==> src/hdl/tea_block_cipher_unit_macros.svh <==
// Assertion macros shared by the cipher RTL.
`ifndef TEA_BLOCK_CIPHER_UNIT_MACROS_SVH
`define TEA_BLOCK_CIPHER_UNIT_MACROS_SVH

`ifndef ASSERT_OFF
// Property that must hold at every clock edge outside reset.
`define TEA_ASSERT(label, clk, rst_n, prop, msg) \
    label: assert property (@(posedge clk) disable iff (!rst_n) (prop)) else $error(msg);
// Implication from an antecedent to a consequent in the next cycle.
`define TEA_ASSERT_NEXT(label, clk, rst_n, ante, cons, msg) \
    label: assert property (@(posedge clk) disable iff (!rst_n) (ante) |=> (cons)) \
        else $error(msg);
`else
`define TEA_ASSERT(label, clk, rst_n, prop, msg)
`define TEA_ASSERT_NEXT(label, clk, rst_n, ante, cons, msg)
`endif

`endif

==> src/hdl/tea_pkg.sv <==
`default_nettype none

package tea_pkg;

    // Number of full cipher cycles; each one is split over two cells.
    localparam int ROUNDS = 32;
    localparam int CELLS  = 2 * ROUNDS;

    localparam logic [31:0] DELTA = 32'h9E37_79B9;

    // Configuration register indexes.
    typedef enum logic [1:0] {
        KEY_WORD0 = 2'd0,
        KEY_WORD1 = 2'd1,
        KEY_WORD2 = 2'd2,
        KEY_WORD3 = 2'd3
    } key_idx_t;

    // The 128-bit key as four words.
    typedef struct packed {
        logic [31:0] k3;
        logic [31:0] k2;
        logic [31:0] k1;
        logic [31:0] k0;
    } key_t;

    // One block travelling down the cell chain.
    typedef struct packed {
        logic        mode;
        logic [31:0] v_high;
        logic [31:0] v_low;
    } item_t;

    // Running sum used by an encrypt cycle (delta added before the cycle).
    function automatic logic [31:0] enc_sum(input int r);
        logic [63:0] p;
        p = 64'(DELTA) * 64'(r + 1);
        return p[31:0];
    endfunction

    // Running sum used by a decrypt cycle (delta removed after the cycle).
    function automatic logic [31:0] dec_sum(input int r);
        logic [63:0] p;
        p = 64'(DELTA) * 64'(ROUNDS - r);
        return p[31:0];
    endfunction

endpackage

`default_nettype wire

==> src/hdl/tea_key_regs.sv <==
`default_nettype none

`include "tea_block_cipher_unit_macros.svh"

module tea_key_regs (
    input  wire logic                  clk,
    input  wire logic                  rst_n,
    input  wire logic                  cfg_we,
    input  wire tea_pkg::key_idx_t     cfg_index,
    input  wire logic [31:0]           cfg_data,
    output tea_pkg::key_t              key
);

    tea_pkg::key_t key_reg;
    tea_pkg::key_t key_next;

    // Decode the register index and update one key word.
    always_comb
    begin
        key_next = key_reg;
        if (cfg_we)
        begin
            case (cfg_index)
                tea_pkg::KEY_WORD0: key_next.k0 = cfg_data;
                tea_pkg::KEY_WORD1: key_next.k1 = cfg_data;
                tea_pkg::KEY_WORD2: key_next.k2 = cfg_data;
                tea_pkg::KEY_WORD3: key_next.k3 = cfg_data;
                default:            key_next = key_reg;
            endcase
        end
    end

    always_ff @(posedge clk or negedge rst_n)
    begin
        if (!rst_n)
        begin
            key_reg <= '0;
        end
        else
        begin
            key_reg <= key_next;
        end
    end

    assign key = key_reg;

    `TEA_ASSERT_NEXT(a_k0_write, clk, rst_n, cfg_we && cfg_index == tea_pkg::KEY_WORD0,
        key_reg.k0 == $past(cfg_data), "key word 0 not written")
    `TEA_ASSERT_NEXT(a_k3_write, clk, rst_n, cfg_we && cfg_index == tea_pkg::KEY_WORD3,
        key_reg.k3 == $past(cfg_data), "key word 3 not written")
    `TEA_ASSERT_NEXT(a_key_hold, clk, rst_n, !cfg_we, $stable(key_reg),
        "key changed without a write")

endmodule

`default_nettype wire

==> config.mk <==
export PLATFORM = sky130hd
export DESIGN_NAME = tea_key_regs
export DESIGN_NICKNAME = d
export VERILOG_FILES = /design/src/hdl/tea_pkg.sv /design/src/hdl/tea_key_regs.sv
export VERILOG_INCLUDE_DIRS = /design/src /design/src/hdl
export SDC_FILE = /design/constraint.sdc
export NUM_CORES = 1
export LEC_CHECK = 0
export ABC_AREA = 1
export BUFFER_PORTS_ARGS = -buffer_cell sky130_fd_sc_hd__buf_2
export CAP_MARGIN = 20
export CORE_ASPECT_RATIO = 0.8
export CORE_MARGIN = 2
export CORE_UTILIZATION = 32
export CTS_BUF_LIST = sky130_fd_sc_hd__clkbuf_2
export CTS_CLUSTER_DIAMETER = 30
export CTS_CLUSTER_SIZE = 16
export DETAILED_ROUTE_END_ITERATION = 6
export GPL_ROUTABILITY_DRIVEN = 0
export MAX_ROUTING_LAYER = met4
export PLACE_DENSITY = 0.59
export RECOVER_POWER = 50
export SETUP_SLACK_MARGIN = 0.15
export SLEW_MARGIN = 20
export SYNTH_ARGS = -nofsm -noshare
export SYNTH_HDL_FRONTEND = slang
export SYNTH_SLANG_ARGS = --single-unit
==> constraint.sdc <==
create_clock -name clk -period 0.8 [get_ports clk]
set_clock_uncertainty 0.05 [all_clocks]
set_input_delay 0.04 -clock clk [delete_from_list [all_inputs] [get_ports clk]]
set_output_delay 0.04 -clock clk [all_outputs]
set_load 0.02 [all_outputs]
### Yosys cells after proc, flatten, opt, wreduce, memory -nomap -nowiden

Index checks and enable logic that the tools add are counted.

| word-level totals | value |
|---|---|
| logic and storage cells | 12 |
| flip-flop bits (word level) | 128 |
| output and inout bits | 128 |
| bits of input ports | 37 |

| operators by class | value |
|---|---|
| reduce and logical (&&, ||, !) cells | 5 |
| equal/unequal tests | 3 |

Operators by type and width:

| kind | count |
|---|---|
| $reduce_and 2->1 | 4 |
| $eq 2x2->1 const B | 2 |
| $eq 2x1->1 const B | 1 |
| $logic_not 2->1 | 1 |

### Logic depth before layout (Yosys ltp)

| logic depth | value |
|---|---|
| depth in word-level cells | 2 |
| depth in mapped cells | 5 |
| gate-level depth less buffers | 4 |

### Worst setup path after synthesis

OpenSTA, ideal clock, no wires.

| timing | value |
|---|---|
| path kind | input -> register |
| from | input port cfg_we |
| to | register key_reg, in the netlist key[100] |
| required time | 0.684 ns |
| path slack | -0.016 ns |
| buffers on the path | 2 |
| data arrival time | 0.701 ns |
| library setup time | 0.066 ns |
| cell stages on the path | 5 |
| path through | clkbuf_2 nand3_1 clkbuf_1 nand2_1 nand2_1 |

| on the way | value |
|---|---|
| longest elaborated chain between the ends | 1 |

RTL lines:

| item | line | text |
|---|---|---|
| from (decl) | tea_key_regs.sv:8 | `input wire logic cfg_we,` |
| $reduce_and 2->1 (no source line) | -- |  |
| to (signal assigned) | tea_key_regs.sv:41 | `key_reg <= key_next;` |
| to (decl) | tea_key_regs.sv:14 | `tea_pkg::key_t key_reg;` |

Every way passes these cells.
A chain may end at the register's enable or synchronous reset.

### Worst setup path after layout

| timing | value |
|---|---|
| from | register key_reg, in the netlist key[38] |
| to | output port key[38] in the netlist's numbering |

RTL lines:

| item | line | text |
|---|---|---|
| to (decl) | tea_key_regs.sv:11 | `output tea_pkg::key_t key` |

No word-level cell between the ends.

==> metrics.cfg <==
[synthesis]
synth_edf_count=0
yosysWarnings=0
yosysSeqAreaShare=0.617
synth.top_cell.area_share=0.617
synth_area_leaders=dfrtp_1 62%, nand2_1 19%, nand4_1 12%, nand3_1 3.4%, buf_2 3.3%
synth_flop_cell=dfrtp_1
ys_types=9
synth_nets=606
yosysTopAreaCell=dfrtp_1
netlist_area_um2=5190
synth-seq-cells=128
ys_async_sr_fraction=1.00
avgSynthCellArea_um2=9.12
post-synth-top-count-cell=nand2_1
synth_top_cells_by_count=257 x nand2_1, 128 x dfrtp_1, 96 x nand4_1
syn_inst=569

[cells_and_area]
diodes=0
area_growth_pct=60.9
finalNonFillerCells=1033
fin_nets=842
n_fill_cell=1453
seq_area_um2=3280
drive_gt1_frac=0.446
multi_input_comb_area_um2=1870
largest_reg_flops=128

[timing]
fin_crit_sh=1.76
setup_viol=255
rsz0062_at_grt=yes
relSlewSlack=0.548
fmax_ghz=0.711
hold_viol_final=144
period_needed_ps=1410
hold_slack_ps=-177
setup_tns_ps=-80430
finalWorstSetupSlack_ps=-606
worst_pin_slew_ps=678
drv_slew=0

[floorplanning]
core_um2=15800
start_util=0.328
die_area_um2=17300
die-width_um=146
io_pins=165
die_y_um=118
rows=41

[routing]
wire_per_inst_um=17.5
wl_um=18100
routed_via_density=4.92
drt_iter0_markers=336
drc=0
dr_total_vias=5087
drtPass1Iterations=5
ant_nets=0

[worst_setup_path]
r2r_cells=4
cp-start-kind=flip-flop
cp_data_required_time_ps=710
crit_buf_inv=1
reg2reg_slack_ps=-110
crit_cells=1
crit_fanout=2
worst_setup_path_end_kind=primary output
critPathKind=flip-flop to primary output
cp_slowest_cell=dfrtp_1
crit_family=flip-flops
worstPathCellList=buf_6
cp.arrival_ps=1320
slowest_delay_ps=460

[power]
ir_worst_vdd_mv=1.04
pwr_density_cell_nw_per_um2=2190
power.total_mw=18.3
p_leak_nw=4.23

[global_routing]
grt_pass1_wl_um=28100
grt_usage=0.216
grt_max_degree=59
grt_overflow=0
antenna_found_initial=0
grt_pass1_vias=5094

[place]
numPortBuffers=164
placedCellCount=933
dpl.hpwl_um=11500

[clock_tree]
clockBufferDepth=2
clk_pin_slew_worst_paths_ps=180
cts_made_buffers=17
htree_levels=4
numClockSinks=128
root_buffer=clkbuf_2
clock_latency_ps=680
cts_tree=done

[hold_path]
whs_path_depth=5
min_path_type=primary input to flip-flop

[run_status]
violations=negative hold slack, negative setup slack
status=complete, but fails checks

[run]
drv_cap=0

kinds of logic after synthesis:
family / count (synthesis) / synth area share
flops: 128 / 0.617
simple gates: 389 / 0.337
buf+inv: 52 / 0.0461
timing repair:
item | CTS | global route
hold endpoints to repair | 256 | 244
endpoints found under the setup margin | 251 | 256
pin swaps | 95 | 14
resized for setup | 272 | 55
hold buffers | 35 | 1
buffers inserted | 20 | 13
worst paths after layout:
kind / from / endpoint
min in group asynchronous: rst_n / key[1]$_DFFE_PN0P_
max reg2reg: key[8]$_DFFE_PN0P_ / key[8]$_DFFE_PN0P_
min: cfg_index[0] / key[7]$_DFFE_PN0P_
max in group asynchronous: rst_n / key[11]$_DFFE_PN0P_
min reg2reg: key[0]$_DFFE_PN0P_ / key[0]$_DFFE_PN0P_
max: key[38]$_DFFE_PN0P_ / key[38]
stage by stage:
step | setup WS [ps] | area (µm²) | hold WS, ps | util
2_1_floorplan | 66.7 | 5460 | -306 | -
3_3_place_gp | -154 | 6600 | -115 | 0.417
3_5_place_dp | -178 | 6600 | -118 | 0.417
4_1_cts | -692 | 8140 | -371 | 0.515
5_1_grt | -703 | 8350 | -232 | 0.529
6_report | -606 | 8350 | -177 | 0.529
cell usage in the layout (no fill, tap or decap):
master,count
dlygate4sd3_1,35
clkinv_2,6
nand3_2,3
nand2_2,38
nand4_1,96
nand2_1,218
bufinv_16,1
nor2_4,1
clkinv_1,5
clkbuf_2,21
buf_4,23
inv_1,2
buf_2,34
clkinvlp_4,2
dfrtp_1,65
nand2_4,1
dfrtp_2,63
buf_6,160
buf_12,11
nand3_1,32
clkinv_4,1
report_power, final:
part           internal [mW]  total, mW  switching (mW)
logic                   3.18       6.41            3.23
registers               7.59       8.49           0.898
clock network           1.03       3.42            2.39
metal layers:
layer,share of wire,track usage,vias up
li1,-,-,2391
met1,0.45,0.284,2493
met2,0.47,0.329,176
met3,0.062,0.0578,27
met4,0.015,0.0680,0
met5,0,-,-
area by class of cell:
class	count	area share
well taps	215	0.0322
multi-input cells	389	0.224
inverters	2	0.000899
clock buffers	17	0.0102
repair buffers	267	0.328
clock inverters	15	0.0123
flip-flops and latches	128	0.393
No activity file was read; power rests on OpenSTA's default activity.
