===== src/hdl/tea_block_cipher_unit_macros.svh =====
// Assertion macros shared by the cipher RTL.
`ifndef TEA_BLOCK_CIPHER_UNIT_MACROS_SVH
`define TEA_BLOCK_CIPHER_UNIT_MACROS_SVH

`ifndef ASSERT_OFF
// Property that must hold at every clock edge outside reset.
`define TEA_ASSERT(label, clk, rst_n, prop, msg) \
    label: assert property (@(posedge clk) disable iff (!rst_n) (prop)) else $error(msg);
// Implication from an antecedent to a consequent in the next cycle.
`define TEA_ASSERT_NEXT(label, clk, rst_n, ante, cons, msg) \
    label: assert property (@(posedge clk) disable iff (!rst_n) (ante) |=> (cons)) \
        else $error(msg);
`else
`define TEA_ASSERT(label, clk, rst_n, prop, msg)
`define TEA_ASSERT_NEXT(label, clk, rst_n, ante, cons, msg)
`endif

`endif


===== src/hdl/tea_pkg.sv =====
`default_nettype none

package tea_pkg;

    // Number of full cipher cycles; each one is split over two cells.
    localparam int ROUNDS = 32;
    localparam int CELLS  = 2 * ROUNDS;

    localparam logic [31:0] DELTA = 32'h9E37_79B9;

    // Configuration register indexes.
    typedef enum logic [1:0] {
        KEY_WORD0 = 2'd0,
        KEY_WORD1 = 2'd1,
        KEY_WORD2 = 2'd2,
        KEY_WORD3 = 2'd3
    } key_idx_t;

    // The 128-bit key as four words.
    typedef struct packed {
        logic [31:0] k3;
        logic [31:0] k2;
        logic [31:0] k1;
        logic [31:0] k0;
    } key_t;

    // One block travelling down the cell chain.
    typedef struct packed {
        logic        mode;
        logic [31:0] v_high;
        logic [31:0] v_low;
    } item_t;

    // Running sum used by an encrypt cycle (delta added before the cycle).
    function automatic logic [31:0] enc_sum(input int r);
        logic [63:0] p;
        p = 64'(DELTA) * 64'(r + 1);
        return p[31:0];
    endfunction

    // Running sum used by a decrypt cycle (delta removed after the cycle).
    function automatic logic [31:0] dec_sum(input int r);
        logic [63:0] p;
        p = 64'(DELTA) * 64'(ROUNDS - r);
        return p[31:0];
    endfunction

endpackage

`default_nettype wire


===== src/hdl/tea_round_cell.sv =====
`default_nettype none

`include "tea_block_cipher_unit_macros.svh"

// One half of a cipher cycle: updates one word of the block from the other.
module tea_round_cell (
    input  wire logic              clk,
    input  wire logic              rst_n,
    input  wire tea_pkg::key_t     key,
    input  wire logic              phase,
    input  wire logic [31:0]       sum_enc,
    input  wire logic [31:0]       sum_dec,
    input  wire logic              in_valid,
    output logic                   in_ready,
    input  wire tea_pkg::item_t    in_item,
    output logic                   out_valid,
    input  wire logic              out_ready,
    output tea_pkg::item_t         out_item
);

    logic           valid_reg;
    logic           valid_next;
    tea_pkg::item_t item_reg;
    tea_pkg::item_t item_next;

    logic        upd_high;
    logic [31:0] src;
    logic [31:0] tgt;
    logic [31:0] ka;
    logic [31:0] kb;
    logic [31:0] sum;
    logic [31:0] mix;
    logic [31:0] res;
    logic        load;

    // Encrypt updates the high word first, decrypt the low word first.
    assign upd_high = ~(phase ^ in_item.mode);
    assign src      = upd_high ? in_item.v_low  : in_item.v_high;
    assign tgt      = upd_high ? in_item.v_high : in_item.v_low;
    assign ka       = upd_high ? key.k0 : key.k2;
    assign kb       = upd_high ? key.k1 : key.k3;
    assign sum      = in_item.mode ? sum_dec : sum_enc;

    // Mixing function and the add or subtract into the target word.
    assign mix = ((src << 4) + ka) ^ (src + sum) ^ ((src >> 5) + kb);
    assign res = in_item.mode ? (tgt - mix) : (tgt + mix);

    // The cell takes a new request when empty or when its content moves on.
    assign in_ready = !valid_reg || out_ready;
    assign load     = in_valid && in_ready;

    always_comb
    begin
        item_next      = in_item;
        if (upd_high)
        begin
            item_next.v_high = res;
        end
        else
        begin
            item_next.v_low = res;
        end
        valid_next = valid_reg;
        if (in_ready)
        begin
            valid_next = in_valid;
        end
    end

    always_ff @(posedge clk or negedge rst_n)
    begin
        if (!rst_n)
        begin
            valid_reg <= 1'b0;
        end
        else
        begin
            valid_reg <= valid_next;
        end
    end

    always_ff @(posedge clk)
    begin
        if (load)
        begin
            item_reg <= item_next;
        end
    end

    assign out_valid = valid_reg;
    assign out_item  = item_reg;

    `TEA_ASSERT(a_ready_empty, clk, rst_n, valid_reg || in_ready,
        "empty cell refuses a request")
    `TEA_ASSERT_NEXT(a_mode_kept, clk, rst_n, load, item_reg.mode == $past(in_item.mode),
        "mode bit altered in cell")
    `TEA_ASSERT_NEXT(a_other_word, clk, rst_n, load && upd_high,
        item_reg.v_low == $past(in_item.v_low), "source word altered in cell")

endmodule

`default_nettype wire


===== config.mk =====
export PLATFORM = sky130hd
export DESIGN_NAME = tea_round_cell
export DESIGN_NICKNAME = d
export VERILOG_FILES = /design/src/hdl/tea_pkg.sv /design/src/hdl/tea_round_cell.sv
export VERILOG_INCLUDE_DIRS = /design/src /design/src/hdl
export SDC_FILE = /design/constraint.sdc
export NUM_CORES = 1
export LEC_CHECK = 0
export BUFFER_PORTS_ARGS = -buffer_cell sky130_fd_sc_hd__buf_2
export CAP_MARGIN = 20
export CORE_UTILIZATION = 40
export DETAILED_ROUTE_END_ITERATION = 8
export GPL_ROUTABILITY_DRIVEN = 0
export GPL_TIMING_DRIVEN = 0
export PLACE_DENSITY_LB_ADDON = 0.1
export SKIP_LAST_GASP = 1
export SLEW_MARGIN = 30
export SYNTH_ARGS = -nofsm -noshare
export SYNTH_HDL_FRONTEND = slang
export SYNTH_SLANG_ARGS = --single-unit

===== constraint.sdc =====
create_clock -name clk -period 2.8 [get_ports clk]
set_clock_uncertainty 0.1 [all_clocks]
set_input_delay 0 -clock clk [delete_from_list [all_inputs] [get_ports clk]]
set_output_delay 0 -clock clk [all_outputs]
set_load 0.02 [all_outputs]

== Word-level counts from Yosys, hierarchy flattened ==
Index checks and enable logic that the tools add are counted.

* Register bits after elaboration: 66
* Latch bits: 0
* RAM bits: 0
* Memory bits (read-only): 0
* Output and inout port bits: 67
* Logic and storage cells: 23
* Memories kept: 0

* Add/sub/neg operators: 5
* $mul: 0
* Div/mod/pow operators: 0
* Magnitude comparators: 0
* Equality and inequality tests: 0
* Shifts and indexed selects: 0
* Muxes and demuxes: 8
* Bitwise gates (word level): 3
* Reduce and logical (&&, ||, !) cells: 3

{| class="wikitable"
|+ Operators by type and width
! kind !! number
|-
| 32-bit 2-to-1 mux || 8
|-
| 32-bit adder || 3
|-
| 32-bit bitwise XOR || 2
|-
| 27-bit by 32-bit adder with 32-bit output || 1
|-
| 32-bit subtractor || 1
|-
| 1-bit logical AND || 1
|-
| 1-bit zero test || 1
|-
| 1-bit logical OR || 1
|-
| 1-bit bitwise XOR || 1
|}

== Depth between registers and ports, before layout ==
* Depth in word-level cells: 8
* Mapped depth: 38
* Gate-level depth less buffers: 32

== Worst setup path before layout ==
OpenSTA, ideal clock, no wires.

* Path type: input -> register
* Start point: input in_item[64] (netlist bit)
* End point: register item_reg (netlist bit out_item[31]), data pin
* Library setup time: 0.157 ns
* Arrival time: 7.492 ns
* Data required time: 2.543 ns
* Slack: -4.949 ns
* Stages: 35
* Cells stage by stage: buf_2 > xnor2_1 > clkbuf_1 > clkbuf_1 > clkbuf_1 > clkbuf_1 > nand2_1 > nand2_1 > ha_1 > and3_1 > a221o_1 > a211oi_1 > o31ai_1 > a221o_1 > a21oi_1 > xnor2_1 > xnor3_1 > a31oi_1 > xor2_1 > ha_1 > clkbuf_1 > nand2_1 > nor2_1 > a211oi_1 > o2111ai_1 > o211ai_1 > a21oi_1 > o41ai_1 > o21ai_0 > a31oi_1 > xnor2_1 > xnor2_1 > nor4_1 > or3_1 > a32oi_1

{| class="wikitable"
|+ RTL lines
! what !! line !! text
|-
| start: declaration || tea_round_cell.sv:15 || <nowiki>input wire tea_pkg::item_t in_item,</nowiki>
|-
| end signal: assignment || tea_round_cell.sv:86 || <nowiki>item_reg <= item_next;</nowiki>
|-
| end: declaration || tea_round_cell.sv:23 || <nowiki>tea_pkg::item_t item_reg;</nowiki>
|}

==> summary.txt <==
Status
  – Outcome: finished, violations left
  – Failing checks: setup timing

Die
  – Die X: approximately 170 um
  – Initial Utilization: 0.408
  – Row count: 62
  – Die Y: 173 um
  – Core region area: around 29000 sq um
  – Full die area: between 20000 and 30000 sq um
  – IO Count: 329

Yosys
  – Synth Instances: roughly 1600
  – Top_reg_cell synth: edfxtp_1
  – Ys async rst share: 0.0152
  – Syn Area/Cell: 7.39 sq um
  – Cell Area, Synth: 11700 sq um
  – Syn_nets: 1966
  – Synth cell types: 67
  – Cell taking the most area after synthesis: edfxtp_1
  – Synth top area share: 0.167
  – FF+latch count, synth: 66
  – Post-synth EDFFs: 65
  – Top post-synthesis cells by area: edfxtp_1 17%, nand2_1 14%, ha_1 13%
  – Synth warn: 0
  – Sequential-to-total area share from yosys stat: 0.169

Final layout
  – Commonest non-fill, non-tap cells in the layout: 383 x nand2_1, 324 x buf_2, 117 x xnor2_1, 96 x buf_4, 88 x ha_1
  – Most common cell after layout, fill and taps aside: nand2_1
  – Area growth, synth to finish: 51.6%
  – Final #Nets: 2466
  – Share of layout cells above drive strength 1: 0.371

Critical path
  – Crit path capture type: register
  – Critical Path AT: 7.04 ns
  – Critical path's top delay family: compound AO/OA/AOI/OAI gates
  – Setup CP Type: input port to register
  – Req. time, crit path: around 2.9 ns
  – Crit path launch type: input port
  – Slowest cell on crit path: a211oi_4
  – Worst Path Max Fanout: 10
  – Crit path top cell by count: xnor2_1
  – Max incr delay on CP: approximately 0.43 ns
  – WP buf/inv: 8

Clock tree
  – Clk pin slew, worst setup/hold paths: 0.06 ns
  – Clock Tree Buf Depth: 2
  – Skew-Pair Late Insertion Delay: between 0.3 and 0.4 ns
  – CTS sink cnt: 66
  – CTS root buf: clkbuf_16
  – TritonCTS clock tree: built
  – CTS H-Tree Depth: 3
  – CTS Buf Count: 9

Routing
  – Mean routed wirelength per cell: slightly below 20 um
  – Drt total wl: slightly below 50000 um
  – Vias after detailed routing: roughly 14000
  – ANT nets after route: 0
  – 1st-iter DRT viols: roughly 1400
  – DR pass1 iterations: 5
  – Via/cell ratio: ~5.6
  – DRC: 0

Global routing
  – Met2 Use GR: 0.497
  – GRT Total Usage: 0.308
  – First-pass GRT wire length: just over 70000 um
  – Met3 Use GR: 0.0334
  – Vias in the first global route: between 10000 and 15000
  – Grt peak-use layer: met2
  – GRT Residual Overflow: 0
  – Largest net degree at the start of global routing: just under 50
  – GR Layer Usage met1: 0.426
  – Initial antenna violation count: 3

STA
  – Max_slew headroom: 0.449
  – Worst Max-Slew Pin Slew: slightly above 0.8 ns
  – Endpoints failing hold: 0
  – Fmax: around 0.14 GHz
  – Period minus WS final: about 7 ns
  – Crit share post-route: 2.49
  – Max Slew Vio Count: 0
  – Final Setup Violations: 62
  – Final setup TNS: -165.97 ns
  – RSZ-0062 raised after global routing: yes
  – Final setup margin: -4.17 ns

Power and ir drop
  – Worst ir drop on vdd: approximately 0.68 mV
  – P_int: roughly 12000 uW
  – Part of the power in registers: 0.086
  – Combinational share of power: 0.856
  – Total power: 22400 uW
  – Net switching power: roughly 11000 uW
  – Switching Share: 0.485
  – Leak: 0.00818 uW
  – Clk pwr share: 0.058
  – Pwr/cell area: roughly 1300 nW/um^2

Job
  – Max-cap violation count: 0

Placement
  – Number of port buffers: 323
  – HPWL after DPL: 36800 um

Hold path
  – Worst Hold Class: input port to register
-- area by class of cell --
type,count,area (sq um)
diodes,3,7.51
plain buffers,54,467
clock buffers,11,243
clock inverters,5,103
fillers,2574,11000
inverters,25,93.8
multi-input cells,1433,11200
flip-flops and latches,66,1980
well taps,384,480
repair buffers,495,3190
-- per-stage QoR --
stage	setup slack, ns	utilization	hold WS [ns]	std cells	area, sq um
finish	-4.17	0.618	0.0316	2476	17700
global route	-4.41	0.618	0.0471	2476	17700
CTS	-4.14	0.589	0.00301	2452	16900
detailed placement	-5.92	0.495	-0.325	2292	14200
global placement	-5.84	0.494	-0.325	2291	14200
floorplan	-3.78	-	-0.396	1584	12100
-- cell families after synthesis --
kind of cell,count (synthesis),share of synthesized area
buffers and inverters,85,0.0277
multiplexers,51,0.0492
AND/OR/NAND/NOR,611,0.220
flip-flops,66,0.169
AO/OA/AOI/OAI,421,0.227
adder cells (fa/ha/maj),125,0.134
XOR/XNOR,225,0.174
-- synth_stat cells, types with 13 or more instances --
| cell | count |
|---|---|
| a21o_1 | 67 |
| a21oi_1 | 106 |
| a31oi_1 | 23 |
| and2_1 | 13 |
| and3_1 | 16 |
| clkbuf_1 | 50 |
| edfxtp_1 | 65 |
| ha_1 | 118 |
| inv_1 | 24 |
| mux2_2 | 32 |
| mux2i_1 | 17 |
| nand2_1 | 424 |
| nand3_1 | 18 |
| nor2_1 | 71 |
| nor3_1 | 13 |
| o21a_1 | 18 |
| o21ai_0 | 112 |
| xnor2_1 | 161 |
| xor2_1 | 59 |
-- repair_timing --
item,in CTS,in global routing
hold buffers,58,1
resized for setup,231,140
setup endpoints to repair,64,62
pin swaps,99,75
endpoints found under the hold margin,56,1
gates cloned,3,0
setup buffers,85,36
-- worst reg2reg max path, cell delays in order, from the launching register on --
cell and delay [ns]:
dfrtp_1 0.37, nand2b_1 0.11, and2_4 0.33, buf_16 0.28
-- routing by layer --
metal / wire length [um] / vias up
li1: - / 6611
met1: 21300 / 6538
met2: 21400 / 684
met3: 4090 / 102
met4: 1860 / 0
met5: 0 / -
-- registers in the layout, indices dropped and copies added, names as in the netlist --
name	flops
out_item	65
out_valid	1
-- path summary, 6_finish.rpt --
path | startpoint | endpoint | slack, ns | depth (start not counted)
worst max-delay path | in_item[64] | out_item[31] | -4.17 | 36
worst min-delay path | in_item[7] | out_item[7] | 0.03 | 3
min in group asynchronous | rst_n | out_valid | 0.39 | 3
max in group asynchronous | rst_n | out_valid | 2.11 | 3
worst min register to register | out_valid | out_item[1] | 0.77 | 2
worst max register to register | out_valid | out_item[20] | 1.26 | 3
-- power by group through the flow --
stage / Combinational (uW) / Clock (uW) / Sequential [uW]
after global routing: 20300 / 1350 / 1980
after CTS: 16500 / 1320 / 1940
after detailed placement: 13000 / 0 / 1960
final: 19100 / 1300 / 1930
after floorplan: 9400 / 0 / 2520
after global placement: 12800 / 0 / 1960
No activity file was read; power rests on OpenSTA's default activity.
